===== src/rtl/core/aad_pkg.sv =====
// ----------------------------------------------------------------------------
// aad_pkg
// Shared types and constants for the area-average downscaler.
// ----------------------------------------------------------------------------
package aad_pkg;

  localparam int unsigned CFG_W    = 13;  // configuration register width
  localparam int unsigned CFG_IDX_W = 2;  // register index width
  localparam int unsigned PIX_W    = 8;   // one colour channel
  localparam int unsigned CH_N     = 4;   // red, green, blue, alpha
  localparam int unsigned SUM_W    = 32;  // per-column channel sum
  localparam int unsigned DEF_MAX_WIDTH  = 4096;
  localparam int unsigned DEF_MAX_HEIGHT = 4096;

  // Register indexes
  localparam logic [CFG_IDX_W-1:0] REG_SRC_WIDTH  = 2'd0;
  localparam logic [CFG_IDX_W-1:0] REG_SRC_HEIGHT = 2'd1;
  localparam logic [CFG_IDX_W-1:0] REG_MAX_EDGE   = 2'd2;

  // Commands from the controller to the datapath
  typedef enum logic [4:0] {
    CMD_NONE,
    CMD_LATCH,
    CMD_GEO_DIRECT,
    CMD_DIV_OW,
    CMD_SET_OW,
    CMD_DIV_OH,
    CMD_SET_OH,
    CMD_WRAP,
    CMD_DIV_CBE0,
    CMD_SET_CBE0,
    CMD_DIV_RBE0,
    CMD_SET_RBE0,
    CMD_READ,
    CMD_ACC,
    CMD_DIV_MEAN,
    CMD_SET_MEAN,
    CMD_EMIT,
    CMD_ADVANCE,
    CMD_DIV_RBE,
    CMD_SET_RBE,
    CMD_DIV_CBE,
    CMD_SET_CBE
  } aad_cmd_e;

  typedef enum logic [4:0] {
    ST_IDLE,
    ST_GEO_DIR,
    ST_OW_GO,
    ST_OW_WT,
    ST_OH_GO,
    ST_OH_WT,
    ST_WRAP,
    ST_FRAME,
    ST_CBE0_WT,
    ST_RBE0_GO,
    ST_RBE0_WT,
    ST_READ,
    ST_ACC,
    ST_MEAN_GO,
    ST_MEAN_WT,
    ST_EMIT,
    ST_ADV,
    ST_RBE_GO,
    ST_RBE_WT,
    ST_CBE_GO,
    ST_CBE_WT
  } aad_state_e;

  // Status from the datapath to the controller
  typedef struct packed {
    logic geo_valid;
    logic pass_thru;
    logic col_zero;
    logic row_zero;
    logic box_done;
    logic ch_last;
    logic out_full;
    logic need_rbe;
    logic need_cbe;
    logic div_done;
  } aad_status_t;

endpackage


===== src/rtl/core/aad_ctrl.sv =====
// ----------------------------------------------------------------------------
// aad_ctrl
// Sequencer for one source pixel: geometry, box set-up, accumulate, mean, step.
// ----------------------------------------------------------------------------
module aad_ctrl (
  input  logic                 clk_i,
  input  logic                 rst_ni,
  input  logic                 in_valid_i,
  output logic                 in_ready_o,
  input  aad_pkg::aad_status_t stat_i,
  output aad_pkg::aad_cmd_e    cmd_o
);
  import aad_pkg::*;

  aad_state_e state_q, state_d;

  // Next state
  always_comb begin
    state_d = state_q;
    case (state_q)
      ST_IDLE: begin
        if (in_valid_i) begin
          if (stat_i.geo_valid) state_d = ST_WRAP;
          else if (stat_i.pass_thru) state_d = ST_GEO_DIR;
          else state_d = ST_OW_GO;
        end
      end
      ST_GEO_DIR: state_d = ST_WRAP;
      ST_OW_GO:   state_d = ST_OW_WT;
      ST_OW_WT:   if (stat_i.div_done) state_d = ST_OH_GO;
      ST_OH_GO:   state_d = ST_OH_WT;
      ST_OH_WT:   if (stat_i.div_done) state_d = ST_WRAP;
      ST_WRAP:    state_d = ST_FRAME;
      ST_FRAME:   state_d = stat_i.col_zero ? ST_CBE0_WT : ST_READ;
      ST_CBE0_WT: begin
        if (stat_i.div_done) state_d = stat_i.row_zero ? ST_RBE0_GO : ST_READ;
      end
      ST_RBE0_GO: state_d = ST_RBE0_WT;
      ST_RBE0_WT: if (stat_i.div_done) state_d = ST_READ;
      ST_READ:    state_d = ST_ACC;
      ST_ACC:     state_d = stat_i.box_done ? ST_MEAN_GO : ST_ADV;
      ST_MEAN_GO: state_d = ST_MEAN_WT;
      ST_MEAN_WT: begin
        if (stat_i.div_done) state_d = stat_i.ch_last ? ST_EMIT : ST_MEAN_GO;
      end
      ST_EMIT:    if (!stat_i.out_full) state_d = ST_ADV;
      ST_ADV: begin
        if (stat_i.need_rbe) state_d = ST_RBE_GO;
        else if (stat_i.need_cbe) state_d = ST_CBE_GO;
        else state_d = ST_IDLE;
      end
      ST_RBE_GO:  state_d = ST_RBE_WT;
      ST_RBE_WT:  if (stat_i.div_done) state_d = ST_IDLE;
      ST_CBE_GO:  state_d = ST_CBE_WT;
      ST_CBE_WT:  if (stat_i.div_done) state_d = ST_IDLE;
      default:    state_d = ST_IDLE;
    endcase
  end

  // Outputs
  always_comb begin
    cmd_o = CMD_NONE;
    case (state_q)
      ST_IDLE:    if (in_valid_i) cmd_o = CMD_LATCH;
      ST_GEO_DIR: cmd_o = CMD_GEO_DIRECT;
      ST_OW_GO:   cmd_o = CMD_DIV_OW;
      ST_OW_WT:   if (stat_i.div_done) cmd_o = CMD_SET_OW;
      ST_OH_GO:   cmd_o = CMD_DIV_OH;
      ST_OH_WT:   if (stat_i.div_done) cmd_o = CMD_SET_OH;
      ST_WRAP:    cmd_o = CMD_WRAP;
      ST_FRAME:   if (stat_i.col_zero) cmd_o = CMD_DIV_CBE0;
      ST_CBE0_WT: if (stat_i.div_done) cmd_o = CMD_SET_CBE0;
      ST_RBE0_GO: cmd_o = CMD_DIV_RBE0;
      ST_RBE0_WT: if (stat_i.div_done) cmd_o = CMD_SET_RBE0;
      ST_READ:    cmd_o = CMD_READ;
      ST_ACC:     cmd_o = CMD_ACC;
      ST_MEAN_GO: cmd_o = CMD_DIV_MEAN;
      ST_MEAN_WT: if (stat_i.div_done) cmd_o = CMD_SET_MEAN;
      ST_EMIT:    if (!stat_i.out_full) cmd_o = CMD_EMIT;
      ST_ADV:     cmd_o = CMD_ADVANCE;
      ST_RBE_GO:  cmd_o = CMD_DIV_RBE;
      ST_RBE_WT:  if (stat_i.div_done) cmd_o = CMD_SET_RBE;
      ST_CBE_GO:  cmd_o = CMD_DIV_CBE;
      ST_CBE_WT:  if (stat_i.div_done) cmd_o = CMD_SET_CBE;
      default:    cmd_o = CMD_NONE;
    endcase
  end

  assign in_ready_o = (state_q == ST_IDLE);

  // State register
  always_ff @(posedge clk_i or negedge rst_ni) begin
    if (!rst_ni) state_q <= ST_IDLE;
    else         state_q <= state_d;
  end

endmodule


===== config.mk =====
export PLATFORM = sky130hd
export DESIGN_NAME = aad_ctrl
export DESIGN_NICKNAME = d
export VERILOG_FILES = /design/src/rtl/core/aad_pkg.sv /design/src/rtl/core/aad_ctrl.sv
export SDC_FILE = /design/constraint.sdc
export NUM_CORES = 1
export LEC_CHECK = 0
export CORE_AREA = 8 8 63 49
export DETAILED_ROUTE_END_ITERATION = 7
export DIE_AREA = 0 0 71 57
export DONT_BUFFER_PORTS = 1
export PLACE_DENSITY = 0.51
export RECOVER_POWER = 100
export SLEW_MARGIN = 20
export SYNTH_ARGS = -nofsm -noshare
export SYNTH_HDL_FRONTEND = slang
export SYNTH_SLANG_ARGS = --single-unit

===== constraint.sdc =====
create_clock -name clk_i -period 4.7 [get_ports clk_i]
set_input_delay 0.705 -clock clk_i [delete_from_list [all_inputs] [get_ports clk_i]]
set_output_delay 0.705 -clock clk_i [all_outputs]
set_load 0.03 [all_outputs]

==> results.toml <==
[synthesis]
synth.top_cell.area_share_pct = 15.4
synth_top_area_cell = "dfrtp_1"
synth_warnings = 0
seq_area_frac_synth_pct = 15.4
syn_area_um2 = 813
syn_inst = 121
synthTopCellsByArea = "dfrtp_1 (15%), a21oi_1 (7.4%), o21ai_0 (7.4%), nor2_1 (6.9%), nand2b_1 (4.6%)"
synthArstFlopShare_pct = 100
avgSynthCellArea_um2 = 6.72
synthFlopType = "dfrtp_1"
synth_edf_count = 0
ys_types = 38
ys_seq_elements = 5
synth_fp_nets = 134

[routing]
totalWireLength_um = 2240
met1_length_um = 1050
ant_nets = 0
route.met3.wl_um = 281
drt-pass1-iter-count = 4
drc_errors = 0
vias = 840
routed-wl-met2_um = 884
top_layer = "met4"
drt-initial-drc-count = 113
via_per_inst = 6.13
post_drt_wl_per_cell_um = 16.3

[clocking]
cts_inserted_buffers = 3
h-tree-depth = 1
clk_pin_slew_ns = 0.04
post-cts-setup-buffers = 0
clock-root-buffer = "clkbuf_4"
clock-sinks = 5
clk_latency_ns = 0.24
cts_tree = "yes"
post_cts_resize_count = 0
clockBufferDepth = 2
holdBufCountCts = 0

[floorplan]
initial_core_util_pct = 36.7
fp-row-count = 15
ioPinCount = 19
fp.dieH_um = 57
dieArea_mm2 = 0.00405
fp.coreArea_mm2 = 0.00221
die_w_um = 71

[power]
clkPwrFrac_pct = 7.3
p_switching_mw = 0.410
p_int_mw = 0.271
p_per_area_mw_per_mm2 = 857
p_sw_share_pct = 60.2
seq_power_share_pct = 29.0
p_leak_nw = 0.313
combPwrFrac_pct = 63.8
ir_worst_vdd_uv = 253

[finish]
largest_register = "state_q"
n_antenna_cell = 0
drive_gt1_share_pct = 3.57
finalNetCount = 126
largest_reg_flops = 5
largestRegisters = "state_q (5)"
design_area_um2 = 795
fin_cells = 137
areaGrowthSynthToFinish_pct = -2.31

[critical_path]
r2r_slack_ns = 2.30
cp-startpoint = "state_q[2]"
crit_fanout = 26
reg2reg_to = "state_q[4]"
startpoint_type = "flop"
critPathBufInv = 0
r2r_cells = 5
r2r-start = "state_q[3]"
slowest_delay_ns = 0.79
cp_cell_sequence = "nand2_1 > nor3b_1 > o21ai_0 > a21oi_1"
crit_family = "flip-flops"
endpoint_kind = "output port"
slowest_stage = "dfrtp_1"
cp.required_ns = 3.99
worstSetupPathType = "flop to output port"
cp.arrival_ns = 2.16

[run]
drv_cap = 0

[grt]
antenna_found_initial = 0
grt_pass1_wl_um = 3730
groute.usage.overall_pct = 11.3
gr-total-overflow = 0
grt_max_degree = 29
first_global_vias = 749

[placement]
dpl.hpwl_um = 1590
gp_congestion = 0.776
pre_cts_ws_ns = 2.08
dp.cells = 133
io_buffers = 0
place_area_um2 = 779

[timing]
finalHoldViolCount = 0
fmax_mhz = 349
max_slew.worst_pin.slew_ns = 0.794
period_needed_ns = 2.87
final.setup.tns_ns = 0
finClkSkew_ns = 0.00267
worst_slack_ns = 1.83
fin_crit_sh_pct = 61.0
rsz0062_at_grt = "no"
setup_viol = 0
slew_violations = 0
slew-limit-headroom_pct = 47.1

[hold_path]
hp-class = "input pin to asynchronous set/reset pin"

[run_status]
status = "finished, final reports clean"
## routing by layer
layer | vias up | global-route usage, %
met1 | 375 | 15.8
met3 | 2 | 4.02
met5 | - | 0
met2 | 36 | 15.2
li1 | 427 | -
met4 | 0 | 4.13
## stage by stage
step | hold slack, ns | power, mW | util (%)
6_report | 0.158 | 0.681 | 35.9
5_1_grt | 0.142 | 0.755 | 35.9
4_1_cts | 0.150 | 0.702 | 36.4
3_5_place_dp | 0.410 | 0.651 | 35.2
3_3_place_gp | 0.410 | 0.655 | 35.2
2_1_floorplan | 0.409 | 0.599 | -
## power groups by stage
| stage | clock network [mW] | logic [mW] | registers (mW) |
|---|---|---|---|
| after floorplan | 0 | 0.512 | 0.0869 |
| after global placement | 0 | 0.460 | 0.195 |
| after detailed placement | 0 | 0.454 | 0.196 |
| after CTS | 0.0513 | 0.457 | 0.194 |
| after global routing | 0.0539 | 0.489 | 0.212 |
| final | 0.0494 | 0.434 | 0.197 |
## cell usage after synthesis, types with 2 or more instances
cell / number
clkbuf_1: 5
a21oi_1: 12
a32oi_1: 2
inv_1: 6
o22ai_1: 4
a31oi_1: 3
nand2b_1: 6
mux2i_1: 2
a22oi_1: 2
dfrtp_1: 5
o21ai_0: 12
nor3b_1: 4
nand2_1: 8
buf_1: 2
a32o_1: 2
nor2b_1: 5
mux2_4: 2
buf_2: 4
nor2_1: 15
a2111oi_0: 2
## cell type report
class,count,area [um^2]
Clock buffer,4,26.3
Fill cell,250,1420
Tap cell,25,31.3
Inverter,6,22.5
Multi-Input combinational cell,97,589
Sequential cell,5,125
## worst max path at each step
stage | to | cells after the start
3_5_place_dp | cmd_o[3] | 4
2_1_floorplan | cmd_o[1] | 5
4_1_cts | cmd_o[3] | 4
5_1_grt | cmd_o[3] | 4
6_report | cmd_o[3] | 4
3_3_place_gp | cmd_o[3] | 4
## cells by family after synthesis
| kind of cell | synth area share (%) |
|---|---|
| DFF | 15.4 |
| xor gates and xnor gates | 1.08 |
| buffers and inverters | 10.8 |
| and+or+nand+nor | 30.3 |
| muxes | 6.15 |
| AOI/OAI and AO/OA | 36.3 |
## cell usage in the layout, fill, tap and decap left out, drive strengths merged, types with 2 or more instances in the layout
cell / count
a32oi: 2
clkbuf: 4
a32o: 2
nand2: 8
dfrtp: 5
inv: 6
nor3b: 4
mux2: 2
nand2b: 6
mux2i: 2
a2111oi: 2
o21ai: 12
nor2b: 5
a22oi: 2
a21oi: 12
a31oi: 3
o22ai: 4
nor2: 15
(Power assumes the default switching activity.)
